$ cat src/design/spm_pkg.sv
// ---------------------------------------------------------------------------
// spm_pkg: shared types and constants of the polynomial multiplier
// Request formats of both channels, field widths and the control group
// that the sequencer hands to every cell of the chain.
// ---------------------------------------------------------------------------
package spm_pkg;

	localparam int COEF_W        = 16;
	localparam int ACC_W         = 37;
	localparam int DEG_W         = 6;
	localparam int MAX_TERMS_DEF = 32;
	localparam int COEF_BITS_DEF = 16;

	typedef struct packed {
		logic signed [COEF_W-1:0] coef_a;
		logic signed [COEF_W-1:0] coef_b;
		logic                     last_term;
	} in_req_t;

	typedef struct packed {
		logic signed [ACC_W-1:0] product_coef;
		logic [DEG_W-1:0]        degree_index;
		logic                    last_result;
	} out_req_t;

	typedef struct packed {
		logic load;
		logic clear;
		logic step;
	} cell_ctl_t;

endpackage

$ cat src/design/spm_cell.sv
// ---------------------------------------------------------------------------
// spm_cell: one tap of the convolution chain
// Holds one coefficient of each polynomial. While a job runs, the a
// coefficient moves one cell down per step, and the cell adds b times the
// broadcast a coefficient into the partial sum passed down the chain.
// ---------------------------------------------------------------------------
module spm_cell #(
	parameter int IDX   = 0,
	parameter int CW    = 16,
	parameter int CNT_W = 6
) (
	input  logic                           clk,
	input  spm_pkg::cell_ctl_t             ctl,
	input  logic [CNT_W-1:0]               wr_idx,
	input  logic [CNT_W-1:0]               n_terms,
	input  logic signed [CW-1:0]           wr_a,
	input  logic signed [CW-1:0]           wr_b,
	input  logic signed [CW-1:0]           x,
	input  logic signed [CW-1:0]           a_in,
	input  logic signed [spm_pkg::ACC_W-1:0] s_in,
	output logic signed [CW-1:0]           a_out,
	output logic signed [spm_pkg::ACC_W-1:0] s_out
);

	logic signed [CW-1:0]             a_q;
	logic signed [CW-1:0]             b_q;
	logic signed [spm_pkg::ACC_W-1:0] p_q;
	logic signed [spm_pkg::ACC_W-1:0] s_q;
	logic signed [2*CW-1:0]           prod;
	logic                             active;

	// Cells beyond the job's length still hold coefficients of an older job.
	assign active = CNT_W'(IDX) < n_terms;
	assign prod   = x * b_q;

	always_ff @(posedge clk) begin
		if (ctl.load && wr_idx == CNT_W'(IDX)) begin
			a_q <= wr_a;
			b_q <= wr_b;
		end else if (ctl.step) begin
			a_q <= a_in;
		end
		if (ctl.clear) begin
			p_q <= '0;
			s_q <= '0;
		end else if (ctl.step) begin
			p_q <= active ? spm_pkg::ACC_W'(prod) : '0;
			s_q <= s_in + p_q;
		end
	end

	assign a_out = a_q;
	assign s_out = s_q;

endmodule

$ cat config.mk
export PLATFORM = sky130hd
export DESIGN_NAME = spm_cell
export DESIGN_NICKNAME = d
export VERILOG_FILES = /design/src/design/spm_pkg.sv /design/src/design/spm_cell.sv
export SDC_FILE = /design/constraint.sdc
export NUM_CORES = 1
export LEC_CHECK = 0
export ABC_AREA = 1
export BUFFER_PORTS_ARGS = -buffer_cell sky130_fd_sc_hd__buf_4
export CELL_PAD_IN_SITES_DETAIL_PLACEMENT = 0
export CELL_PAD_IN_SITES_GLOBAL_PLACEMENT = 1
export CORE_AREA = 2 2 227 229
export CTS_CLUSTER_DIAMETER = 40
export DETAILED_ROUTE_END_ITERATION = 10
export DIE_AREA = 0 0 229 231
export GPL_ROUTABILITY_DRIVEN = 1
export PLACE_DENSITY_LB_ADDON = 0.1
export SYNTH_ARGS = -nofsm -noshare
export SYNTH_HDL_FRONTEND = slang
export SYNTH_SLANG_ARGS = --single-unit
$ cat constraint.sdc
create_clock -name clk -period 6.65 [get_ports clk]
set_clock_uncertainty 0.05 [all_clocks]
set_input_delay 1.6625 -clock clk [delete_from_list [all_inputs] [get_ports clk]]
set_output_delay 1.6625 -clock clk [all_outputs]
set_load 0.02 [all_outputs]
* Word level (Yosys, flattened, before mapping) *
Index checks and enable logic that the tools add are counted.
W data, S select, Z words.

cells by class
  add/sub/neg operators = 1
  multipliers = 1
  magnitude comparators = 1
  mux-type cells = 3
  reduce and logical (&&, ||, !) cells = 3

operators with widths
  kind                  count
  $add A37 B37 Y37      1
  $mux W37              1
  $mul A16 B16 Y32      1
  $mux W16              2
  $logic_not A6 Y1      1
  $lt A1 B6 Y1 const A  1
  $reduce_bool A2 Y1    1
  $logic_and A1 B1 Y1   1

word-level totals
  bits in registers = 106
  input port bits = 117
  output and inout bits = 53

* Depth between registers and ports, before layout *
Gate-level depths: netlist (run 1).

  depth after elaboration = 3
  mapped depth = 29

* Worst setup path after synthesis (run 1) *
OpenSTA, ideal clock, no wires.

  path kind = input to register
  from = in x[10]
  to = reg p_q[16] in the netlist's numbering
  library setup time = 0.132 ns
  arrival = 6.580 ns
  required time = 6.468 ns
  slack = -0.112 ns
  cell stages on the path = 22
  path buffers = 2
  path through = clkbuf_1 clkbuf_1 nand2_1 fa_1 fa_1 fa_1 fa_1 inv_1 fa_1 inv_1 fa_1 inv_1 ha_1 nand2_1 inv_1 a21oi_2 nand3_1 nand2_1 nand2_1 or2_1 nand3_1 a21oi_1

on the way
  cells in the longest elaborated chain, start to end = 2

RTL lines
  item                    RTL line        text
  start: declaration      spm_cell.sv:18  input logic signed [CW-1:0] x,
  $mul A16 B16 Y32        spm_cell.sv:34  assign prod = x * b_q;
  $mux W37                spm_cell.sv:47  p_q <= active ? spm_pkg::ACC_W'(prod) : '0;
  end signal: assignment  spm_cell.sv:47
  end: declaration        spm_cell.sv:27  logic signed [spm_pkg::ACC_W-1:0] p_q;

Every way passes these cells.
A chain may end at the register's enable or synchronous reset.

* Final worst setup path (run 1) *
  from = in x[7]
  to = reg p_q[21] in the netlist's numbering

Same word-level chain as after synthesis.

==> results of run 1 <==
[worst paths after layout]
path | start | end | cells past startpoint
min reg2reg | s_out[0] | s_out[0] | 2
max | x[7] | p_q[21] | 23
max reg2reg | b_q[4] | p_q[21] | 23
min | s_out[0] | s_out[0] | 2
[synth_stat cells, types with 4 or more instances]
| cell | number | area [sq um] |
|---|---|---|
| inv_1 | 658 | 2470 |
| nand3_1 | 100 | 500 |
| nand4_1 | 21 | 131 |
| fa_1 | 263 | 5270 |
| edfxtp_1 | 32 | 961 |
| xor2_1 | 12 | 105 |
| o21bai_1 | 14 | 105 |
| nor2_4 | 5 | 56.3 |
| a21oi_2 | 5 | 43.8 |
| clkbuf_1 | 72 | 270 |
| o21ai_1 | 10 | 50.1 |
| nand2_1 | 751 | 2820 |
| nand3b_1 | 4 | 30.0 |
| dfxtp_1 | 69 | 1380 |
| a21oi_1 | 80 | 400 |
| nand2_2 | 16 | 100 |
| nor2_1 | 186 | 698 |
| buf_4 | 4 | 30.0 |
| a21o_1 | 4 | 30.0 |
| o21ai_0 | 31 | 155 |
| ha_1 | 118 | 1480 |
| nor3_1 | 7 | 35.0 |
| nand3_2 | 8 | 80.1 |
| inv_2 | 8 | 30.0 |
| or2_2 | 9 | 56.3 |
| xnor2_1 | 4 | 35.0 |
| nor2_2 | 15 | 93.8 |
[power groups by stage]
stage / Combinational (uW) / Clock (uW) / Sequential, uW
6_report: 8960 / 605 / 812
5_1_grt: 10200 / 656 / 824
4_1_cts: 8150 / 641 / 817
2_1_floorplan: 5050 / 0 / 856
3_5_place_dp: 8070 / 0 / 830
3_3_place_gp: 8110 / 0 / 829
[registers in the layout, summed over array words and instances (netlist names)]
| name | count |
|---|---|
| b_q | 16 |
| a_out | 16 |
| s_out | 37 |
| p_q | 32 |
[layer usage]
layer,routed length [um],vias to the layer above,GRT usage,part of all wire
met2,24400,227,0.346,0.47
met5,0,-,0,0
met4,526,0,0.0373,0.010
met3,1890,28,0.0233,0.037
met1,24900,7367,0.284,0.48
li1,-,7787,-,-
[stage by stage]
stage | utilization | hold slack [ns]
CTS | 0.406 | 0.418
finish | 0.414 | 0.415
floorplan | - | 0.397
global placement | 0.400 | 0.402
detailed placement | 0.400 | 0.404
global route | 0.414 | 0.441
[cell families (layout without fill, tap and decap cells)]
family,after synthesis,count (layout)
simple gates,1131,1131
buf+inv,749,978
fa+ha+maj,381,381
compound gates,146,146
flops,101,101
xor+xnor,16,16
[what timing repair did]
action / in CTS / in global routing
resized for setup: 5 / 73
setup buffers: 0 / 5
endpoints found under the setup margin: 4 / 19
hold endpoints to repair: 0 / 0
pin swaps: 1 / 20
[critical path: cells and delay by family]
kind	cells	cell delay, ns
AOI/OAI and AO/OA	1	0.08
and+or+nand+nor	8	0.88
adders and majority gates	7	3.38
buffers and inverters	7	0.61
[cell type report]
| class | count | share of cell area |
|---|---|---|
| Sequential cell | 101 | 0.112 |
| Clock buffer | 9 | 0.0107 |
| Timing Repair Buffer | 295 | 0.108 |
| Clock inverter | 7 | 0.00424 |
| Multi-Input combinational cell | 1674 | 0.605 |
| Tap cell | 680 | 0.0406 |
| Inverter | 667 | 0.119 |
==> flow_summary.ini, run 1 <==
[clock_network]
cts_root_buffer = clkbuf_16
cts_buffer_depth = 2
htreeDepth = 3
cts_tree = built
hold_buffers = 0
clk-insertion-delay-late_ns = 0.40
path_clk_slew_ns = 0.09
clock_sinks = 101
numCtsBuffers = 9

[setup_path]
max_stage_delay_ns = 0.56
cp.required_ns = 6.85
crit_path_top_delay_cell = fa_1
path_max_fanout = 7
crit_arrival_ns = 6.63
r2r_setup_slack_ns = 0.73
critical_path.endpoint_type = register
cp_common_cell = fa_1
worst_setup_path_start_kind = input port
crit_chain = buf_6 -> buf_6 -> nand2_1 -> fa_1 -> inv_1 -> fa_1 -> fa_1 -> fa_1 -> fa_1 -> inv_1 -> fa_1 -> inv_1 -> ha_4 -> buf_4 -> nand2_2 -> nor2_4 -> inv_1 -> nor2_4 -> nand4_1 -> nand3_1 -> nand2_1 -> nand3_1 -> a21oi_1
criticalPathCategory = input port to register

[route]
drc = 0
firstDrtPassIters = 5
viasPerCell = 4.49
wl_per_cell_um = 15.0
drtIter0Drc = 807
route.antenna.remaining_nets = 0
wirelength_um = 51700
dr_total_vias = 15400

[pwr]
p_comb_frac = 0.864
seqPwrFrac = 0.078
peakVddDrop_uv = 474
p_total_uw = 10400
intPower_uw = 4910
leakagePower_uw = 0.0121
p_sw_uw = 5470
swShare = 0.527
pwr_density_cell_nw_per_um2 = 495
p_clk_frac = 0.058

[placement]
port_buffers = 169
place_congestion = 0.876
dp_worst_setup_slack_ns = -0.649
dp_hpwl_um = 44600
placed_cell_area_sq_um = 20300
placedCellCount = 3412

[floorplanning]
die_w_um = 229
initial_utilization = 0.346
pin_count = 170
core_area_sq_um = 50700
die_area_sq_um = 52900
rows = 83
dieHeight_um = 231

[yosys]
synth_adder_area_share = 0.384
synth_nets = 3022
synth_simple_gate_area_frac = 0.267
synth_cells = 2524
synth_top_family_by_area = adder cells
synth_compound_area_frac = 0.0458
async_flop_share = 0
ys_warn_count = 0
synth_mux_area_frac = 0
yosysUniqueCellTypes = 39
seq_area_frac_synth = 0.134
synth-edff-count = 32
synthXorXnorAreaFrac = 0.00799
syn_area_per_cell_sq_um = 6.95
synth_area_sq_um = 17500
synth_seq_cells = 101
synth_ff_type = dfxtp_1

[sta]
setup_tns_ns = 0
slew_violations = 0
tightestPinTransition_ns = 0.942
setup_viol = 0
fmax_mhz = 155
finalCritPeriodShare = 0.967
hold_viol = 0
rsz0062_at_grt = yes
fin_ws_ns = 0.216
period_minus_slack_ns = 6.43
max_slew_margin = 0.371

[cells_and_area]
fill_cells = 5524
fin_nets = 3246
instances_no_fill = 3433
final_area_sq_um = 21000
layout_commonest_cell = nand2_1
regArea_sq_um = 2340
mostFrequentLayoutCells = nand2_1, inv_1, buf_4, fa_1, nor2_1
multi_input_area_sq_um = 12700
antennaDiodeCount = 0
drive_above_1_share = 0.160
synthToLayoutAreaGrowth_pct = 19.5

[worst_hold_path]
min_path_type = register to register

[global_route]
antenna_found_initial = 0
grt_first_pass_wirelength_um = 84300
track_usage = 0.205
grt_pass1_vias = 15800
gr-total-overflow = 0
grt_max_degree = 70

[run_status]
outcome = completed

[flow_run]
maxCapViolations = 0
(Power assumes the default switching activity.)
==> inputs of run 2 (changes only) <==
Settings changed: CORE_AREA 2 2 227 229 to 2 2 186 280, DIE_AREA 0 0 229 231 to 0 0 188 282, REMOVE_ABC_BUFFERS from default to 1.
==> run 2 against run 1 <==
  * Sequential power barely moved
  * Die area rose by 0.22%
  * Clock-buffer cell count did not move
  * Utilization rose by 0.21 points
  * Flip-flop and latch count did not move
  * Hold slack improved by 0.0041 ns
  * Register-to-register slack got worse by 0.04 ns
  * Critical endpoint is now p_q[24]
==> flow_summary.ini, run 2 (synthesis gave the netlist of run 1 again) <==
[pwr]
seqPwrFrac = 0.077
leakagePower_uw = 0.0120
p_clk_frac = 0.055
p_total_uw = 10500
intPower_uw = 5110
peakVddDrop_uv = 363
p_sw_uw = 5400
pwr_density_cell_nw_per_um2 = 501
p_comb_frac = 0.868
swShare = 0.514

[sta]
fmax_mhz = 155
period_minus_slack_ns = 6.46
setup_viol = 0
slew_violations = 0
tightestPinTransition_ns = 1.17
hold_viol = 0
rsz0062_at_grt = yes
finalCritPeriodShare = 0.972
fin_ws_ns = 0.187
max_slew_margin = 0.214
hold_ws_ns = 0.419

[floorplanning]
die_w_um = 188
pin_count = 170
die_area_sq_um = 53000
rows = 101
dieHeight_um = 282
core_area_sq_um = 50400
initial_utilization = 0.348

[route]
wirelength_um = 54400
dr_total_vias = 15400
viasPerCell = 4.49
route.antenna.remaining_nets = 0
drc = 0
wl_per_cell_um = 15.9
firstDrtPassIters = 5
drtIter0Drc = 547

[clock_network]
cts_buffer_depth = 2
cts_tree = built
numCtsBuffers = 9
path_clk_slew_ns = 0.08
cts_root_buffer = clkbuf_16
htreeDepth = 3
clock_sinks = 101
clk-insertion-delay-late_ns = 0.40

[worst_hold_path]
min_path_type = register to register

[setup_path]
cp.required_ns = 6.85
criticalPathCategory = input port to register
worst_setup_path_start_kind = input port
path_max_fanout = 7
crit_arrival_ns = 6.66
critical_path.endpoint_type = register

[cells_and_area]
mostFrequentLayoutCells = nand2_1, inv_1, buf_4, fa_1, nor2_1
fin_nets = 3253
synthToLayoutAreaGrowth_pct = 19.5
drive_above_1_share = 0.164
regArea_sq_um = 2340
layout_commonest_cell = nand2_1
multi_input_area_sq_um = 12700
largest_reg_flops = 37
instances_no_fill = 3429
fill_cells = 5350
antennaDiodeCount = 0

[global_route]
gr-total-overflow = 0
grt_pass1_vias = 16700
grt_first_pass_wirelength_um = 86800
grt_max_degree = 70
antenna_found_initial = 0
track_usage = 0.212

[placement]
dp_worst_setup_slack_ns = -0.468
port_buffers = 169
place_congestion = 0.945
dp_hpwl_um = 47000
placedCellCount = 3411

[run_status]
outcome = completed

[flow_run]
maxCapViolations = 0
run 2: changes by cell type in the layout (fill, tap and decap cells not counted), moves of 3 or more:
cell | before | now
fa_1 | 260 | 255
buf_4 | 284 | 295
buf_6 | 10 | 6
a21oi_1 | 77 | 74
nor2_4 | 12 | 7
nor2_1 | 171 | 168
a21oi_2 | 8 | 11
nor3_2 | 6 | 3
fa_2 | 3 | 8
nor2_2 | 23 | 31
run 2: what timing repair did:
item,CTS,global route
pin swaps,0,23
cloned,0,0
hold buffers,0,0
setup endpoints to repair,1,18
setup buffers,0,2
resized for setup,1,73
run 2: layer usage:
metal  up-vias  global-route usage  wire length [um]  part of all wire
met5         -                   0                 0                 0
met1      7304               0.222             20900              0.38
met2       212               0.429             30600              0.56
met4         0              0.0858              2010             0.037
li1       7806                   -                 -                 -
met3        78              0.0168               939             0.017
run 2: worst paths after layout:
kind / from / to / slack, ns / cells after the start
max: x[15] / p_q[24] / 0.19 / 23
min: s_out[0] / s_out[0] / 0.42 / 2
max reg2reg: b_q[4] / p_q[24] / 0.69 / 21
min reg2reg: s_out[0] / s_out[0] / 0.42 / 2
run 2: metrics by stage:
step | area, sq um | utilization | TNS, ns
2_1_floorplan | 17200 | - | 0
4_1_cts | 20600 | 0.408 | 0
3_3_place_gp | 20300 | 0.403 | -3.86
5_1_grt | 21000 | 0.416 | -0.00949
3_5_place_dp | 20300 | 0.403 | -4.58
6_report | 21000 | 0.416 | 0
run 2: final cells by class:
| class | instances | share of cell area |
|---|---|---|
| sequential | 101 | 0.112 |
| clock buffer | 9 | 0.0107 |
| multi-input combinational | 1674 | 0.606 |
| timing repair buffer | 302 | 0.110 |
| tap | 669 | 0.0399 |
| inverter | 667 | 0.119 |
| clock inverter | 7 | 0.00274 |
run 2: worst max-delay path, stage by stage:
cell and delay [ns]:
buf_4 0.16, nand2_1 0.09, inv_1 0.07, fa_1 0.55
buf_6 0.14, fa_1 0.44, fa_1 0.53, fa_1 0.53
fa_1 0.49, inv_1 0.05, fa_1 0.47, inv_1 0.06
ha_4 0.28, nand2_1 0.10, nor2_1 0.16, inv_1 0.08
buf_4 0.14, nor2_2 0.09, nand4_1 0.18, nand3_1 0.14
nand2_1 0.05, nand3_1 0.09, a21oi_1 0.08
run 2: power by group through the flow:
| stage | clock [uW] | combinational, uW | sequential [uW] |
|---|---|---|---|
| floorplan | 0 | 5020 | 858 |
| global placement | 0 | 8130 | 823 |
| detailed placement | 0 | 8160 | 825 |
| CTS | 609 | 8210 | 811 |
| global route | 624 | 10400 | 822 |
| finish | 581 | 9120 | 809 |
==> inputs of run 3 (changes only) <==
Settings changed: ABC_AREA 1 to default, CAP_MARGIN from default to 20, CORE_AREA 2 2 186 280 to 2 2 174 261, DIE_AREA 0 0 188 282 to 0 0 176 263.
==> run 3 against run 2 <==
  * The flow now finishes with violations (negative setup slack)
  * Via count decreased by 21%
  * Utilization up 2.7 points
  * Sequential share of layout area grew 0.89 points
  * Routed wire length decreased by 24%
  * Global-route usage is 2.8 points lower
  * Synthesized area shrank 13%
  * Setup slack lost 0.44 ns
  * Hold slack worse by 0.0062 ns
  * Non-clock buffer count up 46
  * Synthesized cell count down 34%
==> flow_summary.ini, run 3 <==
[cells_and_area]
largest_reg_flops = 37
fin_nets = 2477
multi_input_area_sq_um = 12000
instances_no_fill = 2560
final_area_sq_um = 19400
synthToLayoutAreaGrowth_pct = 27.6
layout_commonest_cell = buf_4
fill_cells = 4358
mostFrequentLayoutCells = buf_4, inv_1, fa_1, nand2_1, and2_1
antennaDiodeCount = 0
regArea_sq_um = 2340
drive_above_1_share = 0.240

[yosys]
synth_top_family_by_area = adder cells
async_flop_share = 0
synth_common_cells = inv_1, fa_1, nand2_1
synth_adder_area_share = 0.443
ys_warn_count = 0
synth-edff-count = 32
post-synth-top-count-cell = inv_1
synth_compound_area_frac = 0.117
yosysTopAreaCellShare = 0.346
synth_mux_area_frac = 0.00797
syn_area_per_cell_sq_um = 9.10
yosysUniqueCellTypes = 77
yosys.area.top_type = fa_1
synthXorXnorAreaFrac = 0.0253
synth_cells = 1673
synth_seq_cells = 101
synth_ff_type = dfxtp_1
synth_area_sq_um = 15200
seq_area_frac_synth = 0.154
synth_top_cells_by_area = fa_1, ha_1, dfxtp_1
synth_simple_gate_area_frac = 0.163

[worst_hold_path]
holdPathStages = 2
min_path_type = register to register

[placement]
dp_hpwl_um = 35300
place_congestion = 0.834
placedCellCount = 2527
placed_cell_area_sq_um = 18300
port_buffers = 169

[sta]
hold_viol = 0
setup_viol = 4
fin_ws_ns = -0.253
fmax_mhz = 145
finalCritPeriodShare = 1.04
max_slew_margin = 0.366
period_minus_slack_ns = 6.90
hold_ws_ns = 0.413
tightestPinTransition_ns = 0.946
slew_violations = 0
rsz0062_at_grt = yes

[setup_path]
max_stage_delay_ns = 0.54
path_max_fanout = 5
crit_chain = buf_12 -> and2_4 -> fa_1 -> inv_2 -> fa_1 -> inv_2 -> fa_1 -> fa_1 -> fa_1 -> inv_1 -> fa_1 -> inv_2 -> ha_4 -> and4_4 -> a31o_1 -> a22o_1 -> a31o_4 -> o221a_1 -> o21a_1 -> or3_1 -> a32o_1
worst_setup_path_start_kind = input port
critical_path_depth = 21
r2r_setup_slack_ns = 0.30
crit_arrival_ns = 7.13
cp_common_cell = fa_1
cp.required_ns = 6.87
critical_path.endpoint_type = register
criticalPathCategory = input port to register
crit_path_top_delay_cell = fa_1
reg2regPathDepth = 20
crit_family = adder cells
path_buf_inv = 5

[flow_run]
maxCapViolations = 0

[clock_network]
numCtsBuffers = 9
clock_sinks = 101
path_clk_slew_ns = 0.08
cts_root_buffer = clkbuf_16
htreeDepth = 3
clk-insertion-delay-late_ns = 0.38
cts_buffer_depth = 2
cts_tree = built

[floorplanning]
pin_count = 170
initial_utilization = 0.347
die_w_um = 176
die_area_sq_um = 46300
rows = 94
core_area_sq_um = 43900
dieHeight_um = 263

[route]
drc = 0
dr_total_vias = 12100
firstDrtPassIters = 5
wirelength_um = 41600
route.antenna.remaining_nets = 0
wl_per_cell_um = 16.2
drtIter0Drc = 436
viasPerCell = 4.74

[pwr]
leakagePower_uw = 0.00951
pwr_density_cell_nw_per_um2 = 538
peakVddDrop_uv = 391

[run_status]
violations = negative setup slack
outcome = complete, but fails checks

[global_route]
grt_pass1_vias = 13200
gr-total-overflow = 0
grt_first_pass_wirelength_um = 67600
antenna_found_initial = 0
grt_max_degree = 45
track_usage = 0.184
## run 3: cell count changes in the layout (fill, tap and decap cells not counted), moves of 26 or more
cell / delta
and2_1: +110
nor2_2: -28
nand2_1: -518
nand3_1: -73
inv_1: -359
xnor2_1: +26
nor2_1: -107
## run 3: metrics by stage
stage	utilization	setup WS (ns)	total power [uW]	setup TNS, ns
2_1_floorplan	-	-0.524	5340	-3.45
3_3_place_gp	0.416	-0.879	8320	-11.30
6_report	0.443	-0.253	10500	-0.616
3_5_place_dp	0.417	-0.891	8360	-12.17
4_1_cts	0.435	-0.236	9940	-0.719
5_1_grt	0.443	-0.400	11600	-2.34
## run 3: worst reg2reg max path, stage by stage (launching register included)
cell	delay (ns)
edfxtp_1	0.68
and2_4	0.31
fa_1	0.54
inv_2	0.04
fa_1	0.48
fa_1	0.57
inv_1	0.06
fa_1	0.45
fa_1	0.49
inv_1	0.05
fa_1	0.49
inv_2	0.04
ha_4	0.21
and4_4	0.19
a31o_1	0.21
a22o_1	0.20
a31o_4	0.24
o221a_1	0.23
o21a_1	0.18
or3_1	0.30
a32o_1	0.24
## run 3: where the power goes
part / switching, uW / internal (uW)
clock: 296 / 304
sequential: 66.4 / 758
combinational: 4230 / 4800
## run 3: worst paths after layout
path,from,end
hold / removal,s_out[25],s_out[25]
hold reg to reg,s_out[25],s_out[25]
setup / recovery,x[5],p_q[23]
setup reg to reg,b_q[5],p_q[23]
## run 3: cell type report
type	instances	share of cell area
inverters	311	0.0601
multi-input cells	1208	0.617
clock inverters	7	0.00451
well taps	576	0.0371
flip-flops and latches	101	0.121
repair buffers	348	0.149
clock buffers	9	0.0116
## run 3: kinds of logic (layout without fill, tap and decap cells)
| logic type | Yosys count | after routing |
|---|---|---|
| buf+inv | 364 | 675 |
| simple gates | 516 | 516 |
| compound gates | 255 | 255 |
| fa+ha+maj | 381 | 381 |
| xor+xnor | 44 | 44 |
| mux | 12 | 12 |
| flops | 101 | 101 |
## run 3: what timing repair did
item                                    in CTS  in global routing
hold buffers                                 0                  0
cloned                                       0                  2
pin swaps                                   67                 51
endpoints found under the setup margin      16                 18
buffers inserted                            10                  6
resized for setup                           98                 60
## run 3: metal layers
layer	routed length [um]	global-route usage
met5	0	0
met4	769	0.0422
met2	22500	0.352
met1	17100	0.217
met3	1140	0.0214
